`src/hw/rtl/rpn_pkg.sv`:
```
// Shared types and constants for the relative path normaliser.
// No dependencies; used by every module of the block.
package rpn_pkg;

  // Status codes carried on the closing item of a path
  localparam logic [2:0] ST_OK      = 3'd0;
  localparam logic [2:0] ST_PREFIX  = 3'd1;
  localparam logic [2:0] ST_BADCHAR = 3'd2;
  localparam logic [2:0] ST_LEADING = 3'd3;
  localparam logic [2:0] ST_PARENT  = 3'd4;
  localparam logic [2:0] ST_EMPTY   = 3'd5;

  // Segment phase codes
  localparam logic [1:0] PH_START = 2'd0;
  localparam logic [1:0] PH_DOT1  = 2'd1;
  localparam logic [1:0] PH_DOT2  = 2'd2;
  localparam logic [1:0] PH_SEG   = 2'd3;

  localparam logic [7:0] CH_SLASH = 8'h2F;
  localparam logic [7:0] CH_BSL   = 8'h5C;
  localparam logic [7:0] CH_DOT   = 8'h2E;
  localparam logic [7:0] CH_LT    = 8'h3C;
  localparam logic [7:0] CH_GT    = 8'h3E;
  localparam logic [7:0] CH_COLON = 8'h3A;
  localparam logic [7:0] CH_QUOTE = 8'h22;
  localparam logic [7:0] CH_PIPE  = 8'h7C;
  localparam logic [7:0] CH_QMARK = 8'h3F;
  localparam logic [7:0] CH_STAR  = 8'h2A;
  localparam logic [7:0] CH_LOW   = 8'h20;

  // "content/" with the first byte in the top bits
  localparam logic [63:0] CONTENT_SLASH = 64'h636F_6E74_656E_742F;
  localparam int unsigned PREFIX_DEPTH = 8;

  localparam int unsigned QUEUE_DEPTH = 4;

  // Command per byte that gives output or ends a path: separator, pending dots, byte, status
  typedef struct packed {
    logic       sep;
    logic [1:0] ndots;
    logic       has_char;
    logic [7:0] ch;
    logic       has_status;
    logic [2:0] status;
  } cmd_t;

endpackage

```
`src/hw/rtl/relative_path_normalizer.sv`:
```
// Relative path normaliser: top level joining front end, command queue
// and back end. Depends on rpn_pkg, rpn_front, rpn_cmdq and rpn_back.
//
// Input side is a queue write port: a byte is taken on a clock edge with
// push high and full low; in_last marks the final byte of a path.
// Result side is a queue read port: while empty is low the oldest result
// sits on out_char/is_status/status/out_last and is taken with pop.
// Each path yields its normalised bytes followed by one status item
// (is_status and out_last high); the bytes are good only on status 0.
// content_ref_mode is written through cfg_valid/cfg_data (cfg_ready is
// always high) and should only change while the block is idle.
// A byte's command passes the queue, then the output register. Most bytes give
// at most one result, so one byte per cycle is sustained while the reader
// pops; a byte that releases a separator, held dots and a status gives up to
// five results, one per cycle from the back end, and the command queue
// absorbs such bursts before full rises. When the reader stalls, results hold
// in the output register and the queue fills, then full holds off the writer.
// Synchronous reset clears the segment state, the queue and the output
// register and sets content_ref_mode to 0.
module relative_path_normalizer #(
  parameter int unsigned QUEUE_DEPTH = rpn_pkg::QUEUE_DEPTH
) (
  input  logic       clk,
  input  logic       rst,
  input  logic [7:0] in_char,
  input  logic       in_last,
  input  logic       push,
  output logic       full,
  output logic [7:0] out_char,
  output logic       is_status,
  output logic [2:0] status,
  output logic       out_last,
  output logic       empty,
  input  logic       pop,
  input  logic       cfg_valid,
  output logic       cfg_ready,
  input  logic       cfg_data
);

  rpn_pkg::cmd_t fe_cmd, q_cmd;
  logic          fe_push, q_full, q_empty, be_take, accept;

  assign full   = q_full;
  assign accept = push && !q_full;

  rpn_front u_front (
    .clk       (clk),
    .rst       (rst),
    .in_char   (in_char),
    .in_last   (in_last),
    .accept    (accept),
    .cfg_valid (cfg_valid),
    .cfg_ready (cfg_ready),
    .cfg_data  (cfg_data),
    .cmd_push  (fe_push),
    .cmd       (fe_cmd)
  );

  rpn_cmdq #(
    .DEPTH (QUEUE_DEPTH)
  ) u_cmdq (
    .clk     (clk),
    .rst     (rst),
    .wr      (fe_push),
    .wr_data (fe_cmd),
    .full    (q_full),
    .rd      (be_take),
    .rd_data (q_cmd),
    .empty   (q_empty)
  );

  rpn_back u_back (
    .clk       (clk),
    .rst       (rst),
    .cmd       (q_cmd),
    .cmd_valid (!q_empty),
    .cmd_take  (be_take),
    .out_char  (out_char),
    .is_status (is_status),
    .status    (status),
    .out_last  (out_last),
    .empty     (empty),
    .pop       (pop)
  );

endmodule

```
`src/hw/rtl/rpn_front.sv`:
```
// Front end: accepts path bytes, tracks segment state and the prefix,
// and issues commands for output-giving and closing bytes. Depends on rpn_pkg.
module rpn_front (
  input  logic              clk,
  input  logic              rst,
  input  logic [7:0]        in_char,
  input  logic              in_last,
  input  logic              accept,
  input  logic              cfg_valid,
  output logic              cfg_ready,
  input  logic              cfg_data,
  output logic              cmd_push,
  output rpn_pkg::cmd_t     cmd
);

  logic       mode;
  logic [1:0] phase, phase_next;
  logic       started, started_next;
  logic       first_byte;
  logic       bad_seen, bad_next;
  logic       lead_seen, lead_next;
  logic       parent_seen, parent_next;
  logic [3:0] pcount, pcount_next;
  logic [7:0] pstore [rpn_pkg::PREFIX_DEPTH];
  logic [7:0] pview  [rpn_pkg::PREFIX_DEPTH];

  logic [7:0] c;
  logic       invalid;
  logic       open_seg;
  logic [1:0] open_dots;
  logic       emit_plain;
  logic       parent_fin;
  logic       dot_slash, dotdot_slash, content_exact, content_slash, pmatch7, pmatch8;
  logic       reject;
  logic [2:0] st;

  assign cfg_ready = 1'b1;
  assign c = (in_char == rpn_pkg::CH_BSL) ? rpn_pkg::CH_SLASH : in_char;

  assign invalid = (c < rpn_pkg::CH_LOW) || (c == rpn_pkg::CH_LT) ||
                   (c == rpn_pkg::CH_GT) || (c == rpn_pkg::CH_COLON) ||
                   (c == rpn_pkg::CH_QUOTE) || (c == rpn_pkg::CH_PIPE) ||
                   (c == rpn_pkg::CH_QMARK) || (c == rpn_pkg::CH_STAR);

  // Segment state machine
  always_comb begin
    phase_next  = phase;
    parent_next = parent_seen;
    open_seg    = 1'b0;
    open_dots   = 2'd0;
    emit_plain  = 1'b0;
    if (invalid) begin
      phase_next = phase;
    end else if (c == rpn_pkg::CH_SLASH) begin
      if (phase == rpn_pkg::PH_DOT2) parent_next = 1'b1;
      phase_next = rpn_pkg::PH_START;
    end else if (c == rpn_pkg::CH_DOT) begin
      unique case (phase)
        rpn_pkg::PH_START: phase_next = rpn_pkg::PH_DOT1;
        rpn_pkg::PH_DOT1:  phase_next = rpn_pkg::PH_DOT2;
        rpn_pkg::PH_DOT2: begin
          open_seg   = 1'b1;
          open_dots  = 2'd2;
          phase_next = rpn_pkg::PH_SEG;
        end
        default: emit_plain = 1'b1;
      endcase
    end else begin
      unique case (phase)
        rpn_pkg::PH_START: open_seg = 1'b1;
        rpn_pkg::PH_DOT1: begin
          open_seg  = 1'b1;
          open_dots = 2'd1;
        end
        rpn_pkg::PH_DOT2: begin
          open_seg  = 1'b1;
          open_dots = 2'd2;
        end
        default: emit_plain = 1'b1;
      endcase
      phase_next = rpn_pkg::PH_SEG;
    end
  end

  assign started_next = started | open_seg;
  assign bad_next     = bad_seen | invalid;
  assign lead_next    = lead_seen | (first_byte && (c == rpn_pkg::CH_SLASH));
  assign parent_fin   = parent_next | (phase_next == rpn_pkg::PH_DOT2);
  assign pcount_next  = (pcount < 4'(rpn_pkg::PREFIX_DEPTH)) ? pcount + 4'd1 : pcount;

  // Prefix as it stands including this byte
  always_comb begin
    for (int i = 0; i < rpn_pkg::PREFIX_DEPTH; i++) begin
      pview[i] = (pcount == 4'(i)) ? c : pstore[i];
    end
  end

  always_comb begin
    pmatch7 = 1'b1;
    pmatch8 = 1'b1;
    for (int i = 0; i < rpn_pkg::PREFIX_DEPTH; i++) begin
      if (pview[i] != rpn_pkg::CONTENT_SLASH[63-8*i -: 8]) begin
        pmatch8 = 1'b0;
        if (i < 7) pmatch7 = 1'b0;
      end
    end
  end

  assign dot_slash     = (pcount_next >= 4'd2) && (pview[0] == rpn_pkg::CH_DOT) &&
                         (pview[1] == rpn_pkg::CH_SLASH);
  assign dotdot_slash  = (pcount_next >= 4'd3) && (pview[0] == rpn_pkg::CH_DOT) &&
                         (pview[1] == rpn_pkg::CH_DOT) && (pview[2] == rpn_pkg::CH_SLASH);
  assign content_exact = (pcount_next == 4'd7) && pmatch7;
  assign content_slash = (pcount_next == 4'd8) && pmatch8;
  assign reject = mode && (dot_slash || dotdot_slash || content_exact || content_slash);

  always_comb begin
    priority if (reject)     st = rpn_pkg::ST_PREFIX;
    else if (bad_next)       st = rpn_pkg::ST_BADCHAR;
    else if (lead_next)      st = rpn_pkg::ST_LEADING;
    else if (parent_fin)     st = rpn_pkg::ST_PARENT;
    else if (!started_next)  st = rpn_pkg::ST_EMPTY;
    else                     st = rpn_pkg::ST_OK;
  end

  always_comb begin
    cmd.sep        = open_seg & started;
    cmd.ndots      = open_dots;
    cmd.has_char   = open_seg | emit_plain;
    cmd.ch         = c;
    cmd.has_status = in_last;
    cmd.status     = st;
  end

  assign cmd_push = accept && (open_seg || emit_plain || in_last);

  always_ff @(posedge clk) begin
    if (rst) begin
      mode <= 1'b0;
    end else if (cfg_valid && cfg_ready) begin
      mode <= cfg_data;
    end
  end

  always_ff @(posedge clk) begin
    if (accept && (pcount < 4'(rpn_pkg::PREFIX_DEPTH))) begin
      pstore[pcount[2:0]] <= c;
    end
  end

  always_ff @(posedge clk) begin
    if (rst || (accept && in_last)) begin
      phase       <= rpn_pkg::PH_START;
      started     <= 1'b0;
      first_byte  <= 1'b1;
      bad_seen    <= 1'b0;
      lead_seen   <= 1'b0;
      parent_seen <= 1'b0;
      pcount      <= 4'd0;
    end else if (accept) begin
      phase       <= phase_next;
      started     <= started_next;
      first_byte  <= 1'b0;
      bad_seen    <= bad_next;
      lead_seen   <= lead_next;
      parent_seen <= parent_next;
      pcount      <= pcount_next;
    end
  end

endmodule

```
`src/hw/rtl/rpn_cmdq.sv`:
```
// Short command queue between the front and back ends, held in flip-flops.
// Depends on rpn_pkg for the command type.
module rpn_cmdq #(
  parameter int unsigned DEPTH = rpn_pkg::QUEUE_DEPTH
) (
  input  logic          clk,
  input  logic          rst,
  input  logic          wr,
  input  rpn_pkg::cmd_t wr_data,
  output logic          full,
  input  logic          rd,
  output rpn_pkg::cmd_t rd_data,
  output logic          empty
);

  localparam int unsigned PW = (DEPTH > 1) ? $clog2(DEPTH) : 1;
  localparam int unsigned CW = $clog2(DEPTH + 1);

  rpn_pkg::cmd_t slots [DEPTH];
  logic [PW-1:0] wptr, rptr;
  logic [CW-1:0] count;
  logic          do_wr, do_rd;

  assign full    = (count == CW'(DEPTH));
  assign empty   = (count == '0);
  assign do_wr   = wr && !full;
  assign do_rd   = rd && !empty;
  assign rd_data = slots[rptr];

  always_ff @(posedge clk) begin
    if (do_wr) slots[wptr] <= wr_data;
  end

  always_ff @(posedge clk) begin
    if (rst) begin
      wptr  <= '0;
      rptr  <= '0;
      count <= '0;
    end else begin
      if (do_wr) wptr <= (wptr == PW'(DEPTH - 1)) ? '0 : wptr + PW'(1);
      if (do_rd) rptr <= (rptr == PW'(DEPTH - 1)) ? '0 : rptr + PW'(1);
      if (do_wr && !do_rd) count <= count + CW'(1);
      else if (do_rd && !do_wr) count <= count - CW'(1);
    end
  end

endmodule

```
`src/hw/rtl/rpn_back.sv`:
```
// Back end: expands each command into result items in an output register,
// one per cycle while it is free or popped. Depends on rpn_pkg.
module rpn_back (
  input  logic          clk,
  input  logic          rst,
  input  rpn_pkg::cmd_t cmd,
  input  logic          cmd_valid,
  output logic          cmd_take,
  output logic [7:0]    out_char,
  output logic          is_status,
  output logic [2:0]    status,
  output logic          out_last,
  output logic          empty,
  input  logic          pop
);

  logic       out_valid;
  logic [2:0] step;
  logic [2:0] b1, b2, cnt;
  logic       load, final_item;
  logic [7:0] it_char;
  logic       it_stat;

  assign b1  = {2'b00, cmd.sep};
  assign b2  = b1 + {1'b0, cmd.ndots};
  assign cnt = b2 + {2'b00, cmd.has_char} + {2'b00, cmd.has_status};

  // Pick the item at the current step: separator, dots, byte, status
  always_comb begin
    it_stat = 1'b0;
    it_char = 8'h00;
    priority if (step < b1) begin
      it_char = rpn_pkg::CH_SLASH;
    end else if (step < b2) begin
      it_char = rpn_pkg::CH_DOT;
    end else if (cmd.has_char && (step == b2)) begin
      it_char = cmd.ch;
    end else begin
      it_stat = 1'b1;
    end
  end

  assign load       = cmd_valid && (!out_valid || pop);
  assign final_item = (step == cnt - 3'd1);
  assign cmd_take   = load && final_item;
  assign empty      = !out_valid;

  always_ff @(posedge clk) begin
    if (load) begin
      out_char  <= it_char;
      is_status <= it_stat;
      status    <= it_stat ? cmd.status : rpn_pkg::ST_OK;
      out_last  <= it_stat;
    end
  end

  always_ff @(posedge clk) begin
    if (rst) begin
      out_valid <= 1'b0;
      step      <= 3'd0;
    end else begin
      if (load) out_valid <= 1'b1;
      else if (pop) out_valid <= 1'b0;
      if (load) step <= final_item ? 3'd0 : step + 3'd1;
    end
  end

endmodule

```
`config.mk`:
```
export PLATFORM = sky130hd
export DESIGN_NAME = relative_path_normalizer
export DESIGN_NICKNAME = d
export VERILOG_FILES = /design/src/hw/rtl/rpn_pkg.sv /design/src/hw/rtl/relative_path_normalizer.sv /design/src/hw/rtl/rpn_front.sv /design/src/hw/rtl/rpn_cmdq.sv /design/src/hw/rtl/rpn_back.sv
export SDC_FILE = /design/constraint.sdc
export NUM_CORES = 1
export LEC_CHECK = 0
export ABC_AREA = 1
export ABC_CLOCK_PERIOD_IN_PS = 4000
export BUFFER_PORTS_ARGS = -buffer_cell sky130_fd_sc_hd__buf_2
export CAP_MARGIN = 20
export CORE_UTILIZATION = 45
export DETAILED_ROUTE_END_ITERATION = 10
export GPL_ROUTABILITY_DRIVEN = 0
export GPL_TIMING_DRIVEN = 0
export MAX_ROUTING_LAYER = met4
export PLACE_DENSITY = 0.72
export SLEW_MARGIN = 20
export SYNTH_ARGS = -nofsm -noshare
export SYNTH_HDL_FRONTEND = slang
export SYNTH_SLANG_ARGS = --single-unit
```
`constraint.sdc`:
```
create_clock -name clk -period 4 [get_ports clk]
set_input_delay 0.4 -clock clk [delete_from_list [all_inputs] [get_ports clk]]
set_output_delay 0.4 -clock clk [all_outputs]
set_load 0.01 [all_outputs]
```
==> results.md, run 1 <==
* Outcome: complete, no violations
* Starting density of the core at 46.4%
* Htree depth at 4
* Post-Synth XOR/XNOR Area at 0.592%
* Headroom to the max-slew limit at 32.1%
* Peak VDD IR at 423 µV
* Clock Root Buffer: clkbuf_16
* Fill cell count at 1321
* Clk Latency, worst-skew pair at 0.43 ns
* CTS Hold Bufs at 0
* Post-layout util at 54.4%
* Synth area leaders: edfxtp_1, nand2_1, dfxtp_1
* Post-Place Setup Slack at -0.541 ns
* Setup Crit Path Kind: reg -> reg
* Iter 0 DRT Violations at 435
* Total track usage at 19.4%
* Crit. End Element: flop
* Period minus WS final at 3.82 ns
* Clock Path Buffers at 2
* Antenna-violating nets left at 0
* Mux cell area share after synthesis at 0%
* Critical Path Start Type: flop
* Clock-pin slew on the worst setup and hold paths at 0.06 ns
* Hold WC Path Type: in -> reg
* Die width at 130 µm
* Reg2Reg Depth at 20
* Vias at 5095
* Io pins at 31
* Dpl cells at 952
* Synth Area in Adders at 3.75%
* Final routed DRC violation total at 0
* Seq/Total Area, Yosys at 63.6%
* Finished Layout Cells at 994
* Drt first pass iters at 6
* Fin. max-slew vios at 0
* Vias in the first global route at 4657
* Crit path max fanout at 7
* Num CTS Buffers at 17
* Die Y at 130 µm
* Area share of and/or/nand/nor cells after synthesis at 18.5%
* Core Box Area at 15900 µm²
* Routed WL at 15000 µm
* Syn. warnings at 0
* Peak Freq at 0.262 GHz
* Grt total ovfl at 0
* Avg Vias per Cell at 5.13
* DIE AREA at 17000 µm²
* Worst slew pin tran at 1.01 ns
* PortBufs at 28
* Net Count, Synth at 741
* Worst-case clock skew at 0.00902 ns
* RR Endpoint: u_cmdq.count[1]$_SDFFE_PP0P_
* Final HPWL DP at 9910 µm
* Synthesized flop and latch total at 165
* Synth Instances at 705
* Worst hold margin at 0.161 ns
* Syn_area_per_cell at 10.5 µm²
* CP endpoint: u_cmdq.count[1]$_SDFFE_PP0P_
* Clock sink total at 165
* Async SR Flop Fraction at 0%
* MaxCap Viol Count at 0
* Post-synth EDFFs at 140
* Largest net degree at the start of global routing at 19
* ANT cells at 0
* Synth Flop Type: edfxtp_1
* Fin crit share at 95.5%
* Synth Area in Compound Gates at 7.80%
* First-pass GRT wire length at 23600 µm
* Leak at 3.53 nW
* Final setup viols at 0
* PwrDens at 583 nW/µm²
* Data arrival time of the worst path at 4.14 ns
* Layout cells sized above 1 at 18.4%
* Share of the synthesized area in the top cell type at 56.8%
* Nets at 802
* Final setup margin at 0.181 ns
* R2r setup slk at 0.18 ns
* Antenna violations before repair at 0
* Final hold violations at 0
* Synthesized area at 7400 µm²
* Main combinational cell family by area after synthesis: simple AND/OR/NAND/NOR gates
* Area grow syn2layout at 17.2%
* Cell Rows at 46
* Worst path required time at 4.32 ns
* Count of cell types in the netlist at 46
* CTS tree: done
* Average wire per standard cell at 15.0 µm
* Area leader, netlist: edfxtp_1
==> cells by family after synthesis <==
family / after synthesis
other cells: 1
flops: 165
buf+inv: 102
fa+ha+maj: 21
simple gates: 310
compound gates: 101
xor+xnor: 5
==> repair_timing <==
action / 4_1_cts / 5_1_grt
resized for setup: 29 / 29
setup endpoints to repair: 3 / 2
pin swaps: 3 / 10
buffers inserted: 3 / 8
==> per-stage QoR <==
step                      power [mW]  cell area, µm²  TNS, ns
after floorplan                 3.01            7400        0
after global routing            5.32            8670  -0.0216
after detailed placement        3.34            7870    -1.25
after CTS                       4.92            8500        0
after global placement          3.28            7810    -1.27
final                           5.05            8670        0
==> worst min path at each step <==
stage,from,to,slack (ns),cells past startpoint
final,cfg_valid,u_front.mode$_SDFFE_PP0P_,0.16,2
after global routing,cfg_valid,u_front.mode$_SDFFE_PP0P_,0.17,2
after CTS,cfg_valid,u_front.mode$_SDFFE_PP0P_,0.16,2
after detailed placement,u_front.lead_seen$_SDFFE_PP0P_,u_front.lead_seen$_SDFFE_PP0P_,0.45,2
after global placement,u_front.parent_seen$_SDFFE_PP0P_,u_front.parent_seen$_SDFFE_PP0P_,0.44,2
after floorplan,u_front.parent_seen$_SDFFE_PP0P_,u_front.parent_seen$_SDFFE_PP0P_,0.43,2
==> Yosys cell counts, types with 3 or more instances <==
| cell type | n |
|---|---|
| a211oi_1 | 3 |
| a21oi_1 | 34 |
| a221o_1 | 4 |
| buf_4 | 4 |
| clkbuf_1 | 10 |
| dfxtp_1 | 25 |
| edfxtp_1 | 140 |
| ha_1 | 19 |
| inv_1 | 76 |
| inv_2 | 6 |
| nand2_1 | 134 |
| nand2_2 | 8 |
| nand2_4 | 6 |
| nand3_1 | 28 |
| nand4_1 | 11 |
| nor2_1 | 101 |
| nor2_2 | 3 |
| nor3_1 | 10 |
| o21ai_0 | 41 |
| o21ai_1 | 5 |
| o22ai_1 | 3 |
| xor2_1 | 4 |
==> per-layer routing <==
layer  share of wire [%]  up-vias  wire length [µm]  track usage, %
li1                    -     2514                 -               -
met3                 5.8       22               869            4.06
met2                  48      160              7240            31.2
met5                   0        -                 0               -
met4                 1.5        0               222            6.77
met1                  44     2399              6620            24.3
==> area by class of cell <==
| class | count | area (µm²) | area share [%] |
|---|---|---|---|
| Tap cell | 216 | 270 | 3.12 |
| Timing Repair Buffer | 42 | 260 | 3.00 |
| Sequential cell | 165 | 4710 | 54.3 |
| Inverter | 83 | 323 | 3.72 |
| Clock buffer | 17 | 425 | 4.91 |
| Clock inverter | 14 | 134 | 1.54 |
| Multi-Input combinational cell | 438 | 2390 | 27.5 |
| Buffer | 19 | 160 | 1.85 |
==> cells in the final DEF, fill, tap and decap left out, types with 10 or more instances in the layout <==
master / Yosys / final
a21oi_1: 34 / 33
buf_2: 1 / 29
inv_1: 76 / 71
nand3_1: 28 / 28
buf_4: 4 / 15
nor2_1: 101 / 94
o21ai_0: 41 / 35
clkbuf_16: 0 / 17
nand2_1: 134 / 132
nand4_1: 11 / 11
nand2_2: 8 / 10
edfxtp_1: 140 / 140
ha_1: 19 / 17
dfxtp_1: 25 / 23
==> where the power goes <==
part	switching [mW]	internal (mW)
Combinational	0.796	0.475
Clock	0.650	0.910
Sequential	0.0833	2.14
==> critical path, stage by stage, from the launching register on <==
cell     delay [ns]
dfxtp_4        0.39
inv_4          0.04
buf_8          0.13
buf_12         0.13
o21ai_4        0.12
o22ai_2        0.09
ha_1           0.31
inv_1          0.05
ha_1           0.28
inv_1          0.06
ha_2           0.16
inv_2          0.04
fa_2           0.56
nor2_2         0.05
nor4_4         0.23
nand2_2        0.13
ha_2           0.24
inv_2          0.07
fa_2           0.44
o21ai_1        0.13
nor2_1         0.05
==> sequential cells by signal (all words and copies together), names as in the netlist, 3 cells and up, named ones only <==
signal	flops
u_cmdq.count	3
u_back.status	3
u_cmdq.slots	64
u_front.pcount	4
u_back.step	3
u_back.out_char	8
u_front.pstore	64
Power figures use the tool's default switching activity.
==> run 2, diff against run 1 <==
--- a/config.mk
+++ b/config.mk
@@ -6,7 +6,7 @@
 export NUM_CORES = 1
 export LEC_CHECK = 0
 export ABC_AREA = 1
-export ABC_CLOCK_PERIOD_IN_PS = 4000
+export ABC_CLOCK_PERIOD_IN_PS = 4800
 export BUFFER_PORTS_ARGS = -buffer_cell sky130_fd_sc_hd__buf_2
 export CAP_MARGIN = 20
 export CORE_UTILIZATION = 45
@@ -14,8 +14,9 @@
 export GPL_ROUTABILITY_DRIVEN = 0
 export GPL_TIMING_DRIVEN = 0
 export MAX_ROUTING_LAYER = met4
-export PLACE_DENSITY = 0.72
+export PLACE_DENSITY = 0.69
 export SLEW_MARGIN = 20
 export SYNTH_ARGS = -nofsm -noshare
 export SYNTH_HDL_FRONTEND = slang
+export SYNTH_HIERARCHICAL = 1
 export SYNTH_SLANG_ARGS = --single-unit
==> constraint.sdc (replaced) <==
create_clock -name clk -period 4.8 [get_ports clk]
set_input_delay 0.48 -clock clk [delete_from_list [all_inputs] [get_ports clk]]
set_output_delay 0.48 -clock clk [all_outputs]
set_load 0.01 [all_outputs]
==> results.md, run 2 <==
* Logic pwr share at 33.8% (+8.7 points)
* MaxCap Viol Count at 0 (unchanged)
* Synthesized area at 7590 µm² (+2.6%)
* Nets at 839 (+4.6%)
* Final routed DRC violation total at 0 (unchanged)
* Antenna-violating nets left at 0 (unchanged)
* Cell Rows at 47 (+2.2%)
* Clock Root Buffer: clkbuf_16
* Data arrival time of the worst path at 4.47 ns (+0.33 ns)
* Clock Path Buffers at 2 (unchanged)
* First-pass GRT wire length at 23800 µm (+1.2%)
* Syn_area_per_cell at 10.1 µm² (-3.8%)
* Clk Latency, worst-skew pair at 0.42 ns (about the same)
* Average wire per standard cell at 14.3 µm (-5.1%)
* Worst path required time at 5.11 ns (+0.79 ns)
* Vias in the first global route at 4833 (+3.8%)
* Worst slew pin tran at 0.951 ns (-0.0593 ns)
* Area share of and/or/nand/nor cells after synthesis at 20.3% (+1.8 points)
* Clock Power Share at 25.5% (-5.4 points)
* Headroom to the max-slew limit at 36.1% (+4.0 points)
* PortBufs at 29 (+3.6%)
* Synth top cells by count: nand2_1, edfxtp_1, nor2_1
* Leak at 3.58 nW (+1.3%)
* Clock sink total at 165 (unchanged)
* Setup Crit Path Kind: reg -> reg
* Synth Area in Compound Gates at 7.09% (-0.71 points)
* Peak VDD IR at 321 µV (-24%)
* Seq/Total Area, Yosys at 62.0% (-1.6 points)
* Num CTS Buffers at 17 (unchanged)
* Crit path max fanout at 10 (+3)
* Htree depth at 4 (unchanged)
* Fin. max-slew vios at 0 (unchanged)
* Vias at 5169 (+1.5%)
* Share of the synthesized area in the top cell type at 55.4% (-1.4 points)
* Layout cells sized above 1 at 13.8% (-4.5 points)
* Power share of the sequential group at 40.7% (-3.3 points)
* Worst hold margin at 0.242 ns (+0.0813 ns)
* Worst-case clock skew at 0.00626 ns (-0.00275 ns)
* Io pins at 31 (unchanged)
* CTS tree: done
* Final setup viols at 0 (unchanged)
* RSZ-0062 raised after global routing: false
* Net Count, Synth at 788 (+6.3%)
* Final Power at 4.72 mW (-6.6%)
* Post-Synth XOR/XNOR Area at 0.346% (-0.25 points)
* Final setup margin at 0.637 ns (+0.456 ns)
* Crit. End Element: flop
* Starting density of the core at 45.9% (-0.48 points)
* Synthesized flop and latch total at 165 (unchanged)
* DIE AREA at 17400 µm² (+2.5%)
* Async SR Flop Fraction at 0% (unchanged)
* Critical Path Start Type: flop
* PwrDens at 549 nW/µm² (-5.7%)
* Sw Share at 34.5% (+4.2 points)
* Final hold violations at 0 (unchanged)
* Post-Place Setup Slack at 0.726 ns (+1.27 ns)
* Avg Vias per Cell at 4.99 (-2.7%)
* Grt total ovfl at 0 (unchanged)
* Synth Flop Type: edfxtp_1
* Hold WC Path Type: in -> reg
* Syn. warnings at 6 (+6)
* Outcome: complete, no violations
* Period minus WS final at 4.16 ns (+0.344 ns)
* Synth Area in Adders at 3.66% (-0.094 points)
* P_int at 3.09 mW (-12%)
* ANT cells at 0 (unchanged)
* Synth area leaders: edfxtp_1, nand2_1, dfxtp_1
* Post-synth EDFFs at 140 (unchanged)
* Area grow syn2layout at 13.2%
* Peak Freq at 0.240 GHz (-8.3%)
* Antenna violations before repair at 0 (unchanged)
* Iter 0 DRT Violations at 358 (-18%)
* Final HPWL DP at 10200 µm (+2.5%)
* Highest-count cells in the layout ignoring fill and taps: nand2_1, edfxtp_1, nor2_1
* Synth Instances at 752 (+6.7%)
* Clock-pin slew on the worst setup and hold paths at 0.06 ns (about the same)
* Total track usage at 18.6% (-0.77 points)
* Drt first pass iters at 6 (unchanged)
* Fill cell count at 1435 (+8.6%)
* Largest net degree at the start of global routing at 17 (-2)
* Area leader, netlist: edfxtp_1
* Number of gates resized after cts at 0 (-100%)
* Total setup buffers inserted after CTS at 0 (-3)
* CTS Hold Bufs at 0 (unchanged)
* Die width at 132 µm (+1.3%)
* Most common cell in the netlist: nand2_1
* Routed WL at 14800 µm (-1.1%)
* Setup_tns at 0 ns (unchanged)
* Main combinational cell family by area after synthesis: simple AND/OR/NAND/NOR gates
* Count of cell types in the netlist at 41 (-11%)
* Die Y at 132 µm (+1.3%)
* Commonest non-fill, non-tap cell in the layout: nand2_1
* Mux cell area share after synthesis at 0% (unchanged)
* Core Box Area at 16500 µm² (+3.6%)
* Psw at 1.63 mW (+6.4%)
* Fin crit share at 86.7% (-8.7 points)
-- run 2: metrics by stage --
stage          util (%)  instances  instance area (µm²)
4_1_cts            52.0       1036                 8590
2_1_floorplan         -        752                 7590
6_report           52.0       1036                 8590
3_3_place_gp       48.5       1001                 8010
5_1_grt            52.0       1036                 8590
3_5_place_dp       48.8       1004                 8060
-- run 2: worst paths after layout --
| kind | startpoint | to | slack (ns) | cells after the start |
|---|---|---|---|---|
| min | cfg_valid | u_front/mode$_SDFFE_PP0P_ | 0.24 | 2 |
| max | flop | u_cmdq/count[1]$_SDFFE_PP0P_ | 0.64 | 23 |
| min reg2reg | u_front/lead_seen$_SDFFE_PP0P_ | u_front/lead_seen$_SDFFE_PP0P_ | 0.47 | 2 |
| max reg2reg | flop | u_cmdq/count[1]$_SDFFE_PP0P_ | 0.64 | 23 |
-- run 2: final cells by class --
cell class	count	area, µm²	area share [%]
flip-flops and latches	165	4700	54.8
multi-input cells	466	2400	28.0
clock buffers	20	437	5.08
inverters	103	389	4.53
well taps	220	275	3.20
repair buffers	32	186	2.17
plain buffers	18	110	1.28
clock inverters	12	87.6	1.02
-- run 2: cell families (layout without fill, tap and decap cells) --
| kind of cell | count (synthesis) | count (layout) |
|---|---|---|
| AND/OR/NAND/NOR | 345 | 345 |
| flip-flops | 165 | 165 |
| buffers and inverters | 121 | 185 |
| AO/OA/AOI/OAI | 96 | 96 |
| adder cells (fa/ha/maj) | 21 | 21 |
| XOR/XNOR | 3 | 3 |
| other | 1 | 1 |
-- run 2: worst max-delay path: stages, from the launching register on --
cell,delay (ns)
dfxtp_1,0.41
inv_2,0.17
buf_2,0.25
o21ai_1,0.09
o22ai_1,0.26
ha_1,0.31
inv_1,0.08
ha_1,0.22
inv_1,0.06
ha_1,0.13
inv_1,0.05
fa_1,0.50
inv_1,0.04
nand2_1,0.05
nand2_1,0.04
nor2_1,0.07
nand3_1,0.12
inv_1,0.12
nand2_1,0.09
ha_1,0.22
inv_1,0.09
fa_1,0.41
o21ai_0,0.20
nor2_1,0.06
-- run 2: power by group through the flow --
stage | Clock [mW] | Sequential (mW) | Combinational [mW]
after floorplan | 0 | 1.97 | 1.17
after global placement | 0 | 1.95 | 1.52
after detailed placement | 0 | 1.95 | 1.58
after CTS | 1.23 | 1.92 | 1.60
after global routing | 1.27 | 1.94 | 1.81
final | 1.20 | 1.92 | 1.60
-- run 2: metal layers --
metal / global-route usage [%] / wire length, µm
met1: 22.0 / 6420
met2: 29.4 / 7090
met3: 5.73 / 923
met4: 8.27 / 348
met5: - / 0
